[config.mk]
export PLATFORM = sky130hd
export DESIGN_NAME = spi_div_cell
export DESIGN_NICKNAME = d
export VERILOG_FILES = /design/src/hw/rtl/spi_pkg.sv /design/src/hw/rtl/spi_div_cell.sv
export SDC_FILE = /design/constraint.sdc
export NUM_CORES = 1
export LEC_CHECK = 0
export BUFFER_PORTS_ARGS = -buffer_cell sky130_fd_sc_hd__buf_4
export CAP_MARGIN = 20
export CORE_AREA = 2 2 159 161
export DETAILED_ROUTE_END_ITERATION = 8
export DIE_AREA = 0 0 161 163
export GPL_ROUTABILITY_DRIVEN = 0
export SETUP_SLACK_MARGIN = 0.4
export SYNTH_ARGS = -nofsm -noshare
export SYNTH_HDL_FRONTEND = slang
export SYNTH_SLANG_ARGS = --single-unit
[constraint.sdc]
create_clock -name clk_i -period 16.05 [get_ports clk_i]
set_input_delay 3.21 -clock clk_i [delete_from_list [all_inputs] [get_ports clk_i]]
set_output_delay 3.21 -clock clk_i [all_outputs]
set_load 0.01 [all_outputs]
[src/hw/rtl/spi_pkg.sv]
// ----------------------------------------------------------------------------
// spi_pkg
// widths, register codes and word types shared by the segment/plane blocks
// ----------------------------------------------------------------------------
package spi_pkg;

  // coordinate and delta widths (q8.8 points, one extra bit for p2 - p1)
  localparam int unsigned CRD_W   = 16;
  localparam int unsigned DL_W    = 17;
  // normal times coordinate, plane distance, distance magnitude
  localparam int unsigned PRD_W   = 32;
  localparam int unsigned D_W     = 34;
  localparam int unsigned A_W     = 33;
  // divider: denominator, dividend, quotient, partial remainder
  localparam int unsigned UD_W    = 34;
  localparam int unsigned NUM_W   = 50;
  localparam int unsigned Q_W     = 17;
  localparam int unsigned REM_W   = 34;
  localparam int unsigned FRAC_W  = 16;
  // fraction times delta
  localparam int unsigned P_W     = 35;

  localparam int unsigned N_DIV_CELLS = Q_W;

  localparam logic [Q_W-1:0] U_ONE = {1'b1, {FRAC_W{1'b0}}};

  // configuration port
  localparam int unsigned CFG_IDX_W  = 2;
  localparam int unsigned CFG_DATA_W = 32;

  localparam logic [CFG_IDX_W-1:0] REG_NORMAL_X     = 2'd0;
  localparam logic [CFG_IDX_W-1:0] REG_NORMAL_Y     = 2'd1;
  localparam logic [CFG_IDX_W-1:0] REG_NORMAL_Z     = 2'd2;
  localparam logic [CFG_IDX_W-1:0] REG_PLANE_OFFSET = 2'd3;

  localparam logic signed [15:0] NORMAL_X_RST     = 16'sd0;
  localparam logic signed [15:0] NORMAL_Y_RST     = 16'sd0;
  localparam logic signed [15:0] NORMAL_Z_RST     = 16'sd16384;
  localparam logic signed [31:0] PLANE_OFFSET_RST = 32'sd0;

  typedef logic signed [CRD_W-1:0] coord_t;
  typedef logic signed [DL_W-1:0]  delta_t;

  // segment data that rides along with the division
  typedef struct packed {
    logic   hit;
    logic   in_plane;
    coord_t p1_x;
    coord_t p1_y;
    coord_t p1_z;
    delta_t dl_x;
    delta_t dl_y;
    delta_t dl_z;
  } carry_t;

  // restoring divider state handed from cell to cell
  typedef struct packed {
    logic [REM_W-1:0] rem;
    logic [Q_W-1:0]   num;
    logic [UD_W-1:0]  den;
    logic [Q_W-1:0]   quo;
  } div_t;

endpackage

[src/hw/rtl/spi_div_cell.sv]
// ----------------------------------------------------------------------------
// spi_div_cell
// one restoring-division cell, settles one quotient bit per word
// ----------------------------------------------------------------------------
module spi_div_cell (
  input  logic            clk_i,
  input  logic            rst_ni,
  input  logic            valid_i,
  output logic            ready_o,
  input  spi_pkg::div_t   div_i,
  input  spi_pkg::carry_t carry_i,
  output logic            valid_o,
  input  logic            ready_i,
  output spi_pkg::div_t   div_o,
  output spi_pkg::carry_t carry_o
);

  logic                     valid_q;
  logic [spi_pkg::REM_W:0]  trial;
  logic [spi_pkg::REM_W:0]  diff;
  logic                     ge;
  spi_pkg::div_t            div_d, div_q;
  spi_pkg::carry_t          carry_q;

  assign ready_o = !valid_q || ready_i;
  assign valid_o = valid_q;

  // shift in the next dividend bit, subtract when the denominator fits
  always_comb begin
    trial     = {div_i.rem, div_i.num[spi_pkg::Q_W-1]};
    diff      = trial - {1'b0, div_i.den};
    ge        = trial >= {1'b0, div_i.den};
    div_d.rem = ge ? diff[spi_pkg::REM_W-1:0] : trial[spi_pkg::REM_W-1:0];
    div_d.num = {div_i.num[spi_pkg::Q_W-2:0], 1'b0};
    div_d.den = div_i.den;
    div_d.quo = {div_i.quo[spi_pkg::Q_W-2:0], ge};
  end

  always_ff @(posedge clk_i or negedge rst_ni) begin
    if (!rst_ni) begin
      valid_q <= 1'b0;
    end else if (ready_o) begin
      valid_q <= valid_i;
    end
  end

  always_ff @(posedge clk_i) begin
    if (ready_o && valid_i) begin
      div_q   <= div_d;
      carry_q <= carry_i;
    end
  end

  assign div_o   = div_q;
  assign carry_o = carry_q;

endmodule

**Word level (Yosys, flattened, before mapping)**

Index checks and enable logic that the tools add are counted.

- Register bits after elaboration: 203
- Input port bits: 207
- Logic and storage cells: 19

- $add $sub $neg: 1
- Order comparisons: 1
- Mux-type cells: 1
- Reductions and logical operators: 3

Operators by type and width:

| kind | count |
|---|---|
| 35-bit by 34-bit >= comparator with 1-bit output | 1 |
| 34-bit two-way mux | 1 |
| 34-bit subtractor | 1 |
| 1-bit logical AND | 1 |
| 1-bit zero test | 1 |
| 1-bit logical OR | 1 |

**Logic depth before layout (Yosys ltp)**

- Depth in word-level cells: 3
- Mapped depth: 13
- Mapped depth without buffers: 12

**Worst setup path after synthesis**

No wires, ideal clock.

- Path kind: input port to flip-flop
- From: input ready_i
- To: register carry_q, in the netlist carry_o[0], enable pin
- Setup time: 588 ps
- Data arrival time: 8035 ps
- Required time: 15462 ps
- Slack: 7427 ps
- Stages on the path: 2
- Buffers on the path: 0
- Cell sequence: nand2b_1 and2_1

- Word-level cells in the longest chain between the ends: 2

RTL lines:

| item | RTL line | RTL |
|---|---|---|
| start, declared | spi_div_cell.sv:13 | `input logic ready_i,` |
| 1-bit logical OR | spi_div_cell.sv:25 | `assign ready_o = !valid_q \|\| ready_i;` |
| 1-bit logical AND | spi_div_cell.sv:48 | `if (ready_o && valid_i) begin` |
| end signal, assigned | spi_div_cell.sv:50 | `carry_q <= carry_i;` |
| end, declared | spi_div_cell.sv:23 | `spi_pkg::carry_t carry_q;` |

Every way passes these cells.
A chain may end at the register's enable or synchronous reset.

**Worst setup path in the final report**

- From: input ready_i
- To: output ready_o

- Word-level cells in the longest chain between the ends: 1

RTL lines:

| item | RTL line | RTL |
|---|---|---|
| 1-bit logical OR | spi_div_cell.sv:25 |  |
| end, declared | spi_div_cell.sv:9 | `output logic ready_o,` |

Every way passes these cells.

==> flow_summary_export.csv <==
group,metric,value,unit
worst_setup_path,startpoint,"ready_i",
power,power,1.40,mW
timing,hold_viol,0,
logic_synthesis,syn_avg_cell_area,14.5,sq um
timing,fin_crit,6.86,ns
worst_setup_path,arrival,3.65,ns
global_route,grt_pass1_wl,36100,um
worst_setup_path,cp_max_fo,3,
placement,place_inst,1307,
clock_network,cts_hold_buf,0,
route,vias_per_cell,4.59,
placement,post-dp-hpwl,19500,um
global_route,grt.overflow.total,0,
timing,max_freq,0.146,GHz
logic_synthesis,synthesis.nets,829,
flow_run,drv_cap,0,
finish,final_area,12700,sq um
clock_network,cts_tree,"built",
worst_setup_path,worstSetupEndpointType,"primary output",
route,drt-initial-drc-count,309,
timing,drv_slew,0,
clock_network,cts_buffers,24,
power,vdd_drop_max,0.0705,mV
min_path,holdCritPathClass,"register to register",
logic_synthesis,ys_seq_area_share,71.7,%
logic_synthesis,ys.flop_type,"edfxtp_1",
min_path,hp-start,"valid_o$_DFFE_PN0N_",
route,drt-wirelength-per-cell,18.6,um
finish,final_layout_size_suffix_gt1_share,45.0,%
finish,final_util,51.4,%
route,antenna_left,0,
clock_network,cts_resized,0,
clock_network,post-cts-setup-buffers,0,
clock_network,ctsRootBufferMaster,"clkbuf_16",
global_route,grt_max_degree,73,
worst_setup_path,rr_startpoint,"valid_o$_DFFE_PN0N_",
route,first_pass_iters,4,
timing,rsz0062_at_grt,"no",
floorplanning,coreArea,24700,sq um
route,totalWireLength,25100,um
timing,setup_tns,0,ns
timing,fin_crit_sh,42.7,%
clock_network,clk_latency,0.50,ns
power,p_leak,5.36,nW
finish,fin_nets,1245,
run_status,outcome,"completed",
clock_network,htreeDepth,1,
route,remaining_drc_errors,0,
worst_setup_path,required,12.84,ns
logic_synthesis,syn_area,8490,sq um
worst_setup_path,worst-setup-path-type,"primary input to primary output",
floorplanning,die_area,26200,sq um
floorplanning,start_util,34.4,%
route,route.vias.total,6199,
logic_synthesis,ys_ff_latch,203,
min_path,hold_path_depth,2,
clock_network,path_clk_slew,0.06,ns
worst_setup_path,reg2reg_slack,13.45,ns
timing,relSlewSlack,35.1,%
worst_setup_path,reg2reg_depth,3,
placement,post_dp_cell_area,11900,sq um
placement,place.port_buffers,409,
global_route,grt_usage,18.0,%
clock_network,clock_path_buffers,3,
logic_synthesis,synth_edf_count,202,
worst_setup_path,r2r_end,"div_o[75]$_DFFE_PP_",
min_path,hold-path-endpoint,"valid_o$_DFFE_PN0N_",
global_route,grt_pass1_vias,6135,
timing,setup_viol,0,
floorplanning,die_h,163,um
global_route,antenna_found_initial,2,
timing,tightest_slew,0.974,ns
logic_synthesis,synth.distinct_cells,58,
finish,nFillCells,2188,
floorplanning,rows,58,
logic_synthesis,synthArstFlopShare,0.493,%
power,power.density,110,nW/um^2
clock_network,cts_num_sinks,203,
logic_synthesis,yosysWarnings,0,
timing,fin_skew,0.00618,ns
finish,stdcell_count,1351,
logic_synthesis,synthCells,587,
floorplanning,die_w,161,um
worst_setup_path,start_kind,"primary input",
finish,area_growth,49.2,%
floorplanning,ios,412,
## cells in the mapped netlist (7+ instances only)
library cell / n / share of area [%]
edfxtp_1: 202 / 71
nand2_1: 52 / 2.3
o21ai_0: 44 / 2.6
inv_1: 41 / 1.8
ha_1: 34 / 5.0
a21oi_1: 32 / 1.9
nor2_1: 22 / 0.97
xnor2_1: 16 / 1.6
xor2_1: 13 / 1.3
a21o_1: 11 / 0.97
clkbuf_1: 9 / 0.40
nand4_1: 9 / 0.66
nand3_1: 7 / 0.41
## cell families after synthesis
family | count (synthesis) | share of synthesized area, %
AO/OA/AOI/OAI | 131 | 9.65
other | 1 | 0.0442
XOR/XNOR | 29 | 2.99
adder cells (fa/ha/maj) | 35 | 5.24
AND/OR/NAND/NOR | 120 | 6.50
multiplexers | 4 | 0.530
flip-flops | 203 | 71.7
buffers and inverters | 64 | 3.33
## stage by stage
step / setup slack (ns) / hold WS [ns]
5_1_grt: 9.18 / 0.590
3_3_place_gp: 9.21 / 0.520
4_1_cts: 9.20 / 0.544
3_5_place_dp: 9.21 / 0.527
2_1_floorplan: 7.43 / 0.622
6_report: 9.19 / 0.556
## worst max-delay path, cell delays in order
cell and delay, ns:
buf_4 0.11, nand2b_1 0.17, buf_4 0.16
## worst max-delay path by stage
stage,slack (ns),cells after the start,endpoint
final,9.19,3,ready_o
after global routing,9.18,3,ready_o
after CTS,9.20,3,ready_o
after detailed placement,9.21,3,ready_o
after global placement,9.21,3,ready_o
after floorplan,7.43,2,carry_o[0]$_DFFE_PP_
## final cells by class
cell class / instances / area (sq um) / share of cell area [%]
Sequential cell: 203 / 6090 / 48.1
Timing Repair Buffer: 412 / 3090 / 24.4
Multi-Input combinational cell: 320 / 2130 / 16.8
Clock buffer: 30 / 644 / 5.08
Tap cell: 330 / 413 / 3.26
Inverter: 42 / 158 / 1.24
Clock inverter: 13 / 143 / 1.13
Antenna cell: 1 / 2.50 / 0.0197
## cells in the final DEF (no fill, tap or decap), types with 2 or more instances in the layout
master	instances
a21oi_2	2
o31ai_1	4
a211oi_1	3
nand2_1	52
clkinv_2	4
buf_4	412
and2_1	4
nand2b_1	6
or3_1	3
a21o_1	11
and3_1	3
o21ai_0	44
o211ai_1	4
inv_1	41
a21oi_1	32
ha_1	34
mux2_2	3
bufinv_16	3
edfxtp_1	202
clkbuf_1	5
nand4_1	9
xor2_1	13
xnor2_1	16
o21a_1	3
clkinv_1	4
nor2_1	22
o21bai_1	4
clkbuf_16	25
nor4_1	2
nor3_1	6
a31oi_1	3
clkinv_4	2
nor2b_1	2
nand3_1	7
o21ai_1	4
a221oi_1	2
## where the power goes
part           internal (mW)  leakage (nW)  switching [mW]
clock network          0.332         0.387           0.208
registers              0.629          1.94         0.00874
logic                  0.108          3.04           0.112
## per-layer routing
layer | vias up | wire length [um] | global-route usage (%)
met4 | 2 | 352 | 3.45
li1 | 3022 | - | -
met3 | 29 | 2590 | 7.38
met5 | - | 13 | 0
met2 | 238 | 13100 | 33.4
met1 | 2908 | 9020 | 19.3
## flip-flops by register name (all words and copies together) (netlist names)
register and cells:
valid_o 1, carry_o 101, div_o 101
(Power assumes the default switching activity.)
